$ cat src/design/bda_pkg.sv
// Shared constants for the binary to decimal ASCII unit.
`default_nettype none
package bda_pkg;
   localparam int VALUE_WIDTH        = 64;
   localparam int CHAR_WIDTH         = 8;
   localparam int DEFAULT_VALUE_BITS = 64;
   localparam int DEFAULT_MAX_DIGITS = 20;
   localparam logic [CHAR_WIDTH-1:0] CH_ZERO  = 8'h30;
   localparam logic [CHAR_WIDTH-1:0] CH_NINE  = 8'h39;
   localparam logic [CHAR_WIDTH-1:0] CH_MINUS = 8'h2D;

   typedef enum logic [3:0] {
      ST_IDLE    = 4'b0001,
      ST_CONVERT = 4'b0010,
      ST_SIGN    = 4'b0100,
      ST_EMIT    = 4'b1000
   } state_type;
endpackage
`default_nettype wire

$ cat src/design/binary_to_decimal_ascii_unit.sv
// Binary to decimal ASCII converter: shift-and-add-3 core and character emitter.
//
// Usage: a request on req_ carries one number (req_value, low VALUE_BITS bits
// used) and req_signed_mode. The unit answers with its decimal text on rsp_,
// one ASCII character per transfer, most significant digit first, leading
// zeros dropped, a single '0' for zero, and '-' first for a negative signed
// number. rsp_last_char marks the final character of each number.
// Operation: the magnitude enters the BCD shift register one bit per cycle.
// The emitter then sends a '-' for a negative number, drops each leading zero
// without using the output register and sends each remaining digit.
// req_ready is high only while no number is in work; the next request is taken
// as soon as the final character sits in the output register, even if the
// receiver has not taken it yet.
// A stalled receiver freezes the sending of characters, though leading zeros
// are still dropped; the output register holds its character until rsp_ready.
// Reset drops any number in work and empties the output register.
`default_nettype none
module binary_to_decimal_ascii_unit #(
   parameter int VALUE_BITS = bda_pkg::DEFAULT_VALUE_BITS,
   parameter int MAX_DIGITS = bda_pkg::DEFAULT_MAX_DIGITS
) (
   input  wire logic                           clock,
   input  wire logic                           reset,
   input  wire logic                           req_valid,
   output logic                                req_ready,
   input  wire logic [bda_pkg::VALUE_WIDTH-1:0] req_value,
   input  wire logic                           req_signed_mode,
   output logic                                rsp_valid,
   input  wire logic                           rsp_ready,
   output logic [bda_pkg::CHAR_WIDTH-1:0]      rsp_text_char,
   output logic                                rsp_last_char
);
   import bda_pkg::*;

   localparam int BCD_BITS  = 4 * MAX_DIGITS;
   localparam int BIT_CNT_W = $clog2(VALUE_BITS);
   localparam int DIG_CNT_W = $clog2(MAX_DIGITS + 1);

   state_type               state_ff, state_in;
   logic [VALUE_BITS-1:0]   mag_ff, mag_in;
   logic [BCD_BITS-1:0]     bcd_ff, bcd_in;
   logic [BIT_CNT_W-1:0]    bit_cnt_ff, bit_cnt_in;
   logic [DIG_CNT_W-1:0]    dig_cnt_ff, dig_cnt_in;
   logic                    neg_ff, neg_in;
   logic                    started_ff, started_in;
   logic                    rsp_valid_ff, rsp_valid_in;
   logic [CHAR_WIDTH-1:0]   rsp_char_ff, rsp_char_in;
   logic                    rsp_last_ff, rsp_last_in;

   logic [VALUE_BITS-1:0]   req_bits;
   logic                    req_neg;
   logic [BCD_BITS-1:0]     bcd_adj;
   logic [3:0]              top_digit;
   logic                    out_free;
   logic                    final_digit;

   assign req_bits    = req_value[VALUE_BITS-1:0];
   assign req_neg     = req_signed_mode & req_bits[VALUE_BITS-1];
   assign top_digit   = bcd_ff[BCD_BITS-1 -: 4];
   assign out_free    = !rsp_valid_ff || rsp_ready;
   assign final_digit = (dig_cnt_ff == DIG_CNT_W'(1));

   // add 3 to every digit of 5 or more before the shift
   always_comb begin
      for (int d = 0; d < MAX_DIGITS; d++) begin
         bcd_adj[4*d +: 4] = (bcd_ff[4*d +: 4] >= 4'd5) ? bcd_ff[4*d +: 4] + 4'd3
                                                       : bcd_ff[4*d +: 4];
      end
   end

   always_comb begin
      state_in     = state_ff;
      mag_in       = mag_ff;
      bcd_in       = bcd_ff;
      bit_cnt_in   = bit_cnt_ff;
      dig_cnt_in   = dig_cnt_ff;
      neg_in       = neg_ff;
      started_in   = started_ff;
      rsp_valid_in = rsp_valid_ff && !rsp_ready;
      rsp_char_in  = rsp_char_ff;
      rsp_last_in  = rsp_last_ff;
      unique case (state_ff)
         ST_IDLE: begin
            if (req_valid) begin
               mag_in     = req_neg ? (~req_bits + VALUE_BITS'(1)) : req_bits;
               neg_in     = req_neg;
               bcd_in     = '0;
               bit_cnt_in = BIT_CNT_W'(VALUE_BITS - 1);
               state_in   = ST_CONVERT;
            end
         end
         ST_CONVERT: begin
            bcd_in     = {bcd_adj[BCD_BITS-2:0], mag_ff[VALUE_BITS-1]};
            mag_in     = {mag_ff[VALUE_BITS-2:0], 1'b0};
            bit_cnt_in = bit_cnt_ff - BIT_CNT_W'(1);
            if (bit_cnt_ff == '0) begin
               dig_cnt_in = DIG_CNT_W'(MAX_DIGITS);
               started_in = 1'b0;
               state_in   = neg_ff ? ST_SIGN : ST_EMIT;
            end
         end
         ST_SIGN: begin
            if (out_free) begin
               rsp_valid_in = 1'b1;
               rsp_char_in  = CH_MINUS;
               rsp_last_in  = 1'b0;
               state_in     = ST_EMIT;
            end
         end
         ST_EMIT: begin
            if (!started_ff && top_digit == 4'd0 && !final_digit) begin
               // drop a leading zero without using the output slot
               bcd_in     = {bcd_ff[BCD_BITS-5:0], 4'd0};
               dig_cnt_in = dig_cnt_ff - DIG_CNT_W'(1);
            end else if (out_free) begin
               rsp_valid_in = 1'b1;
               rsp_char_in  = CH_ZERO + {4'd0, top_digit};
               rsp_last_in  = final_digit;
               started_in   = 1'b1;
               bcd_in       = {bcd_ff[BCD_BITS-5:0], 4'd0};
               dig_cnt_in   = dig_cnt_ff - DIG_CNT_W'(1);
               if (final_digit) begin
                  state_in = ST_IDLE;
               end
            end
         end
         default: begin
            state_in = ST_IDLE;
         end
      endcase
   end

   always_ff @(posedge clock) begin
      if (reset) begin
         state_ff     <= ST_IDLE;
         rsp_valid_ff <= 1'b0;
      end else begin
         state_ff     <= state_in;
         rsp_valid_ff <= rsp_valid_in;
      end
      mag_ff     <= mag_in;
      bcd_ff     <= bcd_in;
      bit_cnt_ff <= bit_cnt_in;
      dig_cnt_ff <= dig_cnt_in;
      neg_ff     <= neg_in;
      started_ff <= started_in;
      rsp_char_ff <= rsp_char_in;
      rsp_last_ff <= rsp_last_in;
   end

   assign req_ready     = (state_ff == ST_IDLE);
   assign rsp_valid     = rsp_valid_ff;
   assign rsp_text_char = rsp_char_ff;
   assign rsp_last_char = rsp_last_ff;
endmodule
`default_nettype wire

$ cat config.mk
export PLATFORM = sky130hd
export DESIGN_NAME = binary_to_decimal_ascii_unit
export DESIGN_NICKNAME = d
export VERILOG_FILES = /design/src/design/bda_pkg.sv /design/src/design/binary_to_decimal_ascii_unit.sv
export SDC_FILE = /design/constraint.sdc
export NUM_CORES = 1
export LEC_CHECK = 0
export BUFFER_PORTS_ARGS = -buffer_cell sky130_fd_sc_hd__clkbuf_2
export CAP_MARGIN = 20
export CORE_MARGIN = 10
export CORE_UTILIZATION = 61
export CTS_CLUSTER_DIAMETER = 150
export DETAILED_ROUTE_END_ITERATION = 16
export PLACE_DENSITY_LB_ADDON = 0.12
export SETUP_SLACK_MARGIN = 0.1
export SYNTH_ARGS = -nofsm -noshare
export SYNTH_HDL_FRONTEND = slang
export SYNTH_SLANG_ARGS = --single-unit
$ cat constraint.sdc
create_clock -name clock -period 10.2 [get_ports clock]
set_clock_uncertainty 0.15 [all_clocks]
set_input_delay 1.02 -clock clock [delete_from_list [all_inputs] [get_ports clock]]
set_output_delay 1.02 -clock clock [all_outputs]
set_load 0.005 [all_outputs]
==> metrics.cfg, run 1 <==
[timing]
min_period_ps=3490
fin_tns_setup_ps=0
fin_crit_sh_pct=34.2
max_freq_ghz=0.287
hold_violations=0
tightest_slew_ps=1050
maxSlewViolCount=0
maxSlewHeadroom_pct=30.1
grt_setup_unrepaired=false
setup_viol=0

[status]
status=finished clean

[critical_path]
crit_family=simple AND/OR/NAND/NOR gates
critPathLaunchType=input pin
crit_buf_inv=1
worstReg2RegEnd=bcd_ff[28]
cpMaxStageDelayCell=nor4_4
worstPathCellList=clkbuf_2 > or3_1 > or4_1 > nor4_4 > nand4b_1 > or4b_1 > nand3_1
worstPathMaxFanout=10
cp-end-kind=flip-flop
worstPathRequired_ps=10340
reg2reg_setup_slack_ps=6990
cp_data_arrival_time_ps=3630
reg2regPathDepth=5
slowest_delay_ps=670
r2r_start=state_ff[0]
criticalPathCategory=input pin to flip-flop

[clock_network]
cts-buffers-inserted=17
clk_latency_ps=430
clkTransAtPathRegs_ps=60
cts_hold_buf=0
clock_tree.root_cell=clkbuf_16
post_cts_buffers=0
cts_tree=yes
cts_buffer_depth=2
cts_max_level=4
cts_sinks=168
post_cts_resized=0

[drt]
drt_drc_violations_left=0
drt_iter0_drc=513
route.vias.total=8127
first_pass_iters=5
antenna_left=0
wire_per_inst_microns=16.1
routed_wl_microns=21800
via_per_inst=6.00

[min_path]
min_to=bcd_ff[0]
hold_depth=1
worstHoldStart=mag_ff[63]
min_path_type=flip-flop to flip-flop

[pwr]
finalPower_mw=2.00
leakage_nw=4.00
irDropWorstVdd_mv=0.113
p_per_area_nw_per_um2=175

[grt]
grt_pass1_vias=7797
use_met3_pct=4.14
gr-total-overflow=0
grtUsageTotal_pct=19.6
grt_first_pass_wirelength_microns=36600
grt_max_degree=98
antenna_found_initial=0
grt_use_met1_pct=25.7
grt_use_met2_pct=32.2
grt-busiest-layer=met2

[placed_design]
postPlaceCellArea_sq_um=10800
port_buffers=76
dp_hpwl_microns=14500
gp_congestion=0.850
place_inst=1323

[final_layout]
nets=1237
nFillCells=1319
area_growth_pct=11.0
fin_cells=1355
drive_gt1_share_pct=11.0
diodes=0
fin_area_sq_um=11400

[die]
die_w_microns=150
num_io_pins=80
initial_core_util_pct=62.1
die-area_sq_um=22500
num_rows=47
die_y_microns=150
core_sq_um=16600

[yosys]
synth_seq_area_share_pct=48.5
ys_types=52
async_flop_share_pct=0
syn-cell-area_sq_um=10300
yosysTopAreaCell=edfxtp_1
yosysWarnings=0
synthFlopType=edfxtp_1
synth_common_cells=edfxtp_1, a21oi_1, o21ai_0, nand2_1, nor2_1
synth_top_area_share_pct=47.6
syn-instance-count=1070
synth-seq-cells=168
synth-edff-count=163
yosysMostFrequentCell=edfxtp_1
netlist_top_cells_area=edfxtp_1, ha_1, a21oi_1, o21ai_0, xnor2_1
postSynthAreaPerCell_sq_um=9.62

[run]
cap_violations=0

==> layout by cell type (no fill, tap or decap), types with 4 or more instances in the layout <==
cell type | netlist | routed
or3_1 | 10 | 10
nand2_1 | 104 | 103
buf_4 | 3 | 6
or4_1 | 7 | 7
and3_1 | 7 | 7
nor2b_1 | 15 | 15
clkbuf_16 | 0 | 17
ha_1 | 46 | 46
o21ai_0 | 111 | 111
a31oi_1 | 22 | 22
o32ai_1 | 15 | 15
o41ai_1 | 4 | 4
nor4b_1 | 5 | 4
a22oi_1 | 9 | 9
nand2b_1 | 26 | 26
o31ai_1 | 10 | 10
xnor2_1 | 58 | 58
a21oi_1 | 112 | 112
xor2_1 | 25 | 25
nand3_1 | 7 | 7
nor2_1 | 84 | 84
o22ai_1 | 27 | 27
clkbuf_2 | 0 | 76
nor3b_1 | 21 | 21
edfxtp_1 | 163 | 163
nor3_1 | 20 | 20
dfxtp_1 | 5 | 5
nor4_1 | 17 | 17
inv_1 | 55 | 55
==> final cells by class <==
cell class	instances	area (sq um)	area share (%)
Timing Repair Buffer	82	425	3.72
Inverter	57	214	1.87
Multi-Input combinational cell	796	4920	43.0
Sequential cell	168	4990	43.7
Tap cell	220	275	2.41
Clock inverter	15	176	1.54
Clock buffer	17	425	3.72
==> registers in the layout, indices dropped and copies added, names as in the netlist <==
register / cells
rsp_text_char: 5
started_ff: 1
state_ff: 4
bit_cnt_ff: 6
bcd_ff: 80
rsp_valid: 1
dig_cnt_ff: 5
rsp_last_char: 1
neg_ff: 1
mag_ff: 64
==> logic make-up (layout without fill, tap and decap cells) <==
| logic type | Yosys count | count (layout) | share of synthesized area, % |
|---|---|---|---|
| and+or+nand+nor | 343 | 343 | 17.0 |
| AOI/OAI and AO/OA | 321 | 321 | 17.7 |
| adders and majority gates | 46 | 46 | 5.59 |
| xor gates and xnor gates | 83 | 83 | 7.06 |
| other | 2 | 3 | 0.0730 |
| DFF | 168 | 168 | 48.5 |
| buffers and inverters | 107 | 171 | 4.02 |
==> metal layers <==
metal	wire length [microns]	vias to the layer above
met3	1320	23
met4	216	0
met2	10400	238
li1	-	4035
met5	0	-
met1	9840	3831
==> worst max path at each step <==
stage | to | slack [ps] | cells after the start | start
floorplan | bcd_ff[0] | 1940 | 4 | state_ff[0]
global placement | mag_ff[60] | 6370 | 7 | req_value[24]
detailed placement | mag_ff[60] | 6320 | 7 | req_value[24]
CTS | mag_ff[54] | 6770 | 7 | req_value[24]
global route | mag_ff[32] | 6600 | 7 | req_value[8]
finish | mag_ff[54] | 6710 | 7 | req_value[24]
==> metrics by stage <==
step                      util, %  hold WS [ps]  worst slack [ps]
after floorplan                 -           335              1940
after global placement       65.3           352              6370
after detailed placement     65.3           353              6320
after CTS                    68.9           369              6770
after global routing         68.9           392              6600
final                        68.9           369              6710
==> power by group <==
group          switching [mW]  total [mW]  internal, mW
Combinational           0.234       0.385         0.151
Clock                   0.277       0.663         0.386
Sequential             0.0662       0.950         0.884
Note: power is estimated with default switching activity, not from simulation.
==> run 2: changes to the inputs <==
- clock period: 10.2 -> 3.6 ns (I/O delays scaled with it)
==> run 2 against run 1 <==
Net effect: cell area increased by 1.1%; die area unchanged; clock power rose to 3.0 times the previous value; routed wire length rose by 3.3%; final cell count increased by 0.44%; first-iteration DRC count rose by 14%; worst setup slack got worse by 5800 ps; combinational power rose to 2.9 times the previous value; utilization up 0.72 points; worst hold slack lost 350 ps; critical endpoint is now mag_ff[49]; sequential share of layout area down 0.42 points.
==> metrics.cfg, run 2 (synthesis results as in run 1) <==
[status]
status=finished clean  ; unchanged

[critical_path]
worstPathRequired_ps=3610  ; was 10340 ps
r2r_start=state_ff[1]  ; was state_ff[0]
cp-end-kind=flip-flop  ; unchanged
criticalPathCategory=input pin to flip-flop  ; unchanged
cp_data_arrival_time_ps=2660  ; was 3630 ps
worstPathMaxFanout=12  ; was 10
worstReg2RegEnd=rsp_last_char  ; was bcd_ff[28]
startpoint=req_value[8]  ; was req_value[24]
critPathLaunchType=input pin  ; unchanged
reg2reg_setup_slack_ps=970  ; was 6990 ps
reg2regPathDepth=4  ; was 5
endpoint=mag_ff[49]  ; was mag_ff[54]

[clock_network]
cts-buffers-inserted=17  ; unchanged
clkTransAtPathRegs_ps=60  ; about the same
cts_buffer_depth=2  ; unchanged
cts_tree=yes  ; unchanged
clock_tree.root_cell=clkbuf_16  ; unchanged
post_cts_buffers=0  ; unchanged
cts_max_level=4  ; unchanged
post_cts_resized=0  ; unchanged
cts_sinks=168  ; unchanged
cts_hold_buf=0  ; unchanged
clk_latency_ps=430  ; about the same

[final_layout]
area_growth_pct=12.2  ; was 11.0%
final_cell_mix=edfxtp_1, a21oi_1, o21ai_0, nand2_1, nor2_1  ; unchanged
layout_commonest_cell=edfxtp_1  ; unchanged
regMostFlops=bcd_ff  ; unchanged
nFillCells=1283  ; was 1319
nets=1243  ; was 1237
largest_register_ffs=80  ; unchanged
fin_area_sq_um=11500  ; was 11400 sq um
seqCellArea_sq_um=5000  ; was 4990 sq um
diodes=0  ; unchanged
drive_gt1_share_pct=11.6  ; was 11.0%
multi_input_area_sq_um=4930  ; was 4920 sq um
largestRegisters=bcd_ff (80), mag_ff (64), bit_cnt_ff (6)  ; unchanged
postLayoutCoreUtil_pct=69.6  ; was 68.9%

[timing]
maxSlewViolCount=0  ; unchanged
fin_crit_sh_pct=73.5
setup_viol=0  ; unchanged
fin_tns_setup_ps=0  ; unchanged
max_freq_ghz=0.378
maxSlewHeadroom_pct=44.9  ; was 30.1%
tightest_slew_ps=822  ; was 1050 ps
min_period_ps=2650
grt_setup_unrepaired=false  ; unchanged
hold_violations=0  ; unchanged

[placed_design]
dp_hpwl_microns=15000  ; was 14500 microns
gp_congestion=0.834  ; was 0.850
port_buffers=76  ; unchanged
postPlaceCellArea_sq_um=10900  ; was 10800 sq um

[pwr]
p_per_area_nw_per_um2=501  ; was 175 nW/um^2
irDropWorstVdd_mv=0.361  ; was 0.113 mV
leakage_nw=4.05  ; was 4.00 nW

[min_path]
min_path_type=input pin to flip-flop  ; was flip-flop to flip-flop

[grt]
grt_use_met2_pct=32.7  ; was 32.2%
use_met3_pct=3.74  ; was 4.14%
grt_first_pass_wirelength_microns=37300  ; was 36600 microns
antenna_found_initial=0  ; unchanged
grtUsageTotal_pct=19.9  ; was 19.6%
grt_use_met1_pct=26.5  ; was 25.7%
grt_max_degree=81  ; was 98
gr-total-overflow=0  ; unchanged
grt_pass1_vias=7906  ; was 7797
grt-busiest-layer=met2  ; unchanged

[run]
cap_violations=0  ; unchanged

[drt]
routed_wl_microns=22500  ; was 21800 microns
via_per_inst=5.96  ; was 6.00
wire_per_inst_microns=16.5  ; was 16.1 microns
antenna_left=0  ; unchanged
drt_drc_violations_left=0  ; unchanged
route.vias.total=8111  ; was 8127
first_pass_iters=5  ; unchanged
drt_iter0_drc=583  ; was 513

[die]
die_w_microns=150  ; unchanged
initial_core_util_pct=62.1  ; unchanged
die-area_sq_um=22500  ; unchanged
num_io_pins=80  ; unchanged
die_y_microns=150  ; unchanged
num_rows=47  ; unchanged
core_sq_um=16600  ; unchanged

[run 2: cell type report]
type                    count  area share, %
flip-flops and latches    168           43.3
repair buffers             88           4.29
well taps                 220           2.38
clock inverters            13           1.76
clock buffers              19           3.75
multi-input cells         796           42.7
inverters                  57           1.85
[run 2: power breakdown]
group	switching [mW]	total [mW]	internal [mW]
logic	0.680	1.12	0.442
clock network	0.753	1.98	1.23
registers	0.187	2.69	2.50
total	1.62	5.79	4.17
[run 2: metrics by stage]
step | total power, mW | worst slack, ps | hold WS (ps) | instances
finish | 5.79 | 952 | 17.9 | 1361
CTS | 5.81 | 951 | 8.01 | 1361
detailed placement | 3.83 | 517 | 359 | 1329
global placement | 3.79 | 586 | 354 | 1329
floorplan | 3.52 | -130 | 272 | 1071
global route | 6.07 | 691 | 10.3 | 1361
[run 2: worst min-delay path by stage]
stage	from	to	slack, ps	cells after the start
2_1_floorplan	reset	state_ff[1]	270	1
3_3_place_gp	mag_ff[5]	mag_ff[6]	350	2
3_5_place_dp	mag_ff[9]	mag_ff[10]	360	2
4_1_cts	reset	state_ff[3]	8	2
5_1_grt	reset	state_ff[3]	10	2
6_report	reset	state_ff[3]	20	2
[run 2: critical path, stage by stage]
cell	delay, ps
clkbuf_2	100
nor4_1	630
and4_1	360
nand3_1	410
o41ai_1	540
xor2_1	170
o21ai_0	80
[run 2: layer usage]
metal | part of all wire [%] | routed length (microns)
met5 | 0 | 0
met4 | 1.2 | 259
met3 | 5.1 | 1150
met2 | 48 | 10800
met1 | 46 | 10300
==> run 3: changes to the inputs <==
- clock period: 3.6 -> 2.5 ns (I/O delays scaled with it)
==> run 3 against run 2 <==
Net effect: worst setup slack got worse by 750 ps; via count up 4.4%; sequential share of layout area fell by 2.2 points.
==> metrics.cfg, run 3 (synthesis results as in run 1) <==
[drt]
drt_iter0_drc=640  ; was 583
route.vias.total=8464  ; was 8111
first_pass_iters=5  ; unchanged
wire_per_inst_microns=16.7  ; was 16.5 microns
via_per_inst=5.96  ; about the same
routed_wl_microns=23700  ; was 22500 microns
antenna_left=0  ; unchanged
drt_drc_violations_left=0  ; unchanged

[final_layout]
layout_commonest_cell=edfxtp_1  ; unchanged
nets=1301  ; was 1243
diodes=0  ; unchanged
drive_gt1_share_pct=16.7  ; was 11.6%
largest_register_ffs=80  ; unchanged
final_cell_mix=edfxtp_1, a21oi_1, o21ai_0, nand2_1, nor2_1  ; unchanged
regMostFlops=bcd_ff  ; unchanged
largestRegisters=bcd_ff (80), mag_ff (64), bit_cnt_ff (6)  ; unchanged
fin_area_sq_um=12200  ; was 11500 sq um
area_growth_pct=18.3  ; was 12.2%

[die]
num_io_pins=80  ; unchanged
initial_core_util_pct=62.1  ; unchanged
num_rows=47  ; unchanged
die-area_sq_um=22500  ; unchanged
core_sq_um=16600  ; unchanged
die_y_microns=150  ; unchanged
die_w_microns=150  ; unchanged

[critical_path]
cpMaxStageDelayCell=or4b_4  ; was nor4_1
cp-end-kind=flip-flop  ; unchanged
reg2regPathDepth=5  ; was 4
slowest_delay_ps=490  ; was 630 ps
reg2reg_setup_slack_ps=200  ; was 970 ps
worstReg2RegEnd=rsp_text_char[3]  ; was rsp_last_char
criticalPathCategory=flip-flop to flip-flop  ; was input pin to flip-flop
cp_data_arrival_time_ps=2220  ; was 2660 ps
worstPathRequired_ps=2420  ; was 3610 ps
worstPathCellList=or4b_4 > a21oi_1 > buf_4 > nor2b_1 > nor2_1  ; was clkbuf_2 > nor4_1 > and4_1 > nand3_1 > o41ai_1 > xor2_1 > o21ai_0
critPathLaunchType=flip-flop  ; was input pin
r2r_start=state_ff[3]  ; was state_ff[1]
crit_family=simple AND/OR/NAND/NOR gates  ; unchanged
worstPathMaxFanout=6  ; was 12
crit_buf_inv=1  ; unchanged

[min_path]
min_to=mag_ff[0]  ; was state_ff[3]
min_path_type=input pin to flip-flop  ; unchanged
hold_depth=3  ; was 2
worstHoldStart=req_value[0]  ; was reset

[placed_design]
postPlaceCellArea_sq_um=11500  ; was 10900 sq um
dp_hpwl_microns=16000  ; was 15000 microns
port_buffers=76  ; unchanged
gp_congestion=0.882  ; was 0.834
place_ws_ps=-135  ; was 517 ps

[timing]
fin_crit_sh_pct=91.9
min_period_ps=2300
max_freq_ghz=0.435
fin_tns_setup_ps=0  ; unchanged
setup_viol=0  ; unchanged
grt_setup_unrepaired=true  ; was false
holdWs_ps=58.4  ; was 17.9 ps
tightest_slew_ps=639  ; was 822 ps
maxSlewHeadroom_pct=57.4  ; was 44.9%
setup_ws_ps=201  ; was 952 ps
hold_violations=0  ; unchanged
maxSlewViolCount=0  ; unchanged

[clock_network]
cts-buffers-inserted=17  ; unchanged
cts_buffer_depth=2  ; unchanged
clock_tree.root_cell=clkbuf_16  ; unchanged
cts_sinks=168  ; unchanged
clkTransAtPathRegs_ps=70  ; was 60 ps
cts_tree=yes  ; unchanged
clk_latency_ps=430  ; about the same
cts_max_level=4  ; unchanged

[grt]
grt_max_degree=100  ; was 81
grtUsageTotal_pct=21.1  ; was 19.9%
grt_first_pass_wirelength_microns=39300  ; was 37300 microns
gr-total-overflow=0  ; unchanged
grt_pass1_vias=8363  ; was 7906
antenna_found_initial=0  ; unchanged

[pwr]
leakage_nw=4.39  ; was 4.05 nW
finalPower_mw=8.47  ; was 5.79 mW
irDropWorstVdd_mv=0.464  ; was 0.361 mV
p_per_area_nw_per_um2=696  ; was 501 nW/um^2

[status]
status=finished clean  ; unchanged

[run]
cap_violations=0  ; unchanged

[run 3: tightest hold or removal path, stage by stage]
cell and delay (ps):
clkbuf_2 110, inv_1 60, nor2_1 100
[run 3: final cells by class]
type / instances / area (sq um)
repair buffers: 146 / 1030
multi-input cells: 796 / 5030
well taps: 220 / 275
clock inverters: 14 / 198
flip-flops and latches: 168 / 5000
inverters: 57 / 214
fillers: 1248 / 4410
clock buffers: 18 / 429
[run 3: per-stage QoR]
stage	util, %	cells
6_report	73.4	1419
5_1_grt	73.4	1419
4_1_cts	73.2	1416
3_5_place_dp	69.2	1381
3_3_place_gp	69.2	1381
2_1_floorplan	-	1071
[run 3: power breakdown]
group | switching, mW | total, mW | leakage, nW | internal, mW
Combinational | 1.01 | 1.76 | 2.47 | 0.750
Clock | 1.15 | 2.83 | 0.289 | 1.68
Sequential | 0.281 | 3.88 | 1.62 | 3.59
Total | 2.44 | 8.47 | 4.39 | 6.02
[run 3: metal layers]
metal,wire (microns),vias up,track usage (%),share of wire (%)
met4,240,0,5.73,1.0
met2,11600,256,35.2,49
met3,1340,21,4.71,5.7
met5,0,-,0,0
met1,10500,4015,27.0,44
li1,-,4172,-,-
[run 3: repair_timing]
item,in CTS,in global routing
endpoints found under the hold margin,6,0
endpoints found under the setup margin,8,50
setup buffers,0,3
hold buffers,3,0
gates resized for setup,1,2
[run 3: how the worst max path moves through the flow]
stage | cells past startpoint | endpoint | from
floorplan | 3 | bcd_ff[0] | state_ff[1]
global route | 5 | rsp_text_char[3] | state_ff[3]
finish | 5 | rsp_text_char[3] | state_ff[3]
detailed placement | 7 | mag_ff[60] | req_value[20]
global placement | 8 | mag_ff[52] | req_value[20]
CTS | 5 | bcd_ff[5] | state_ff[3]
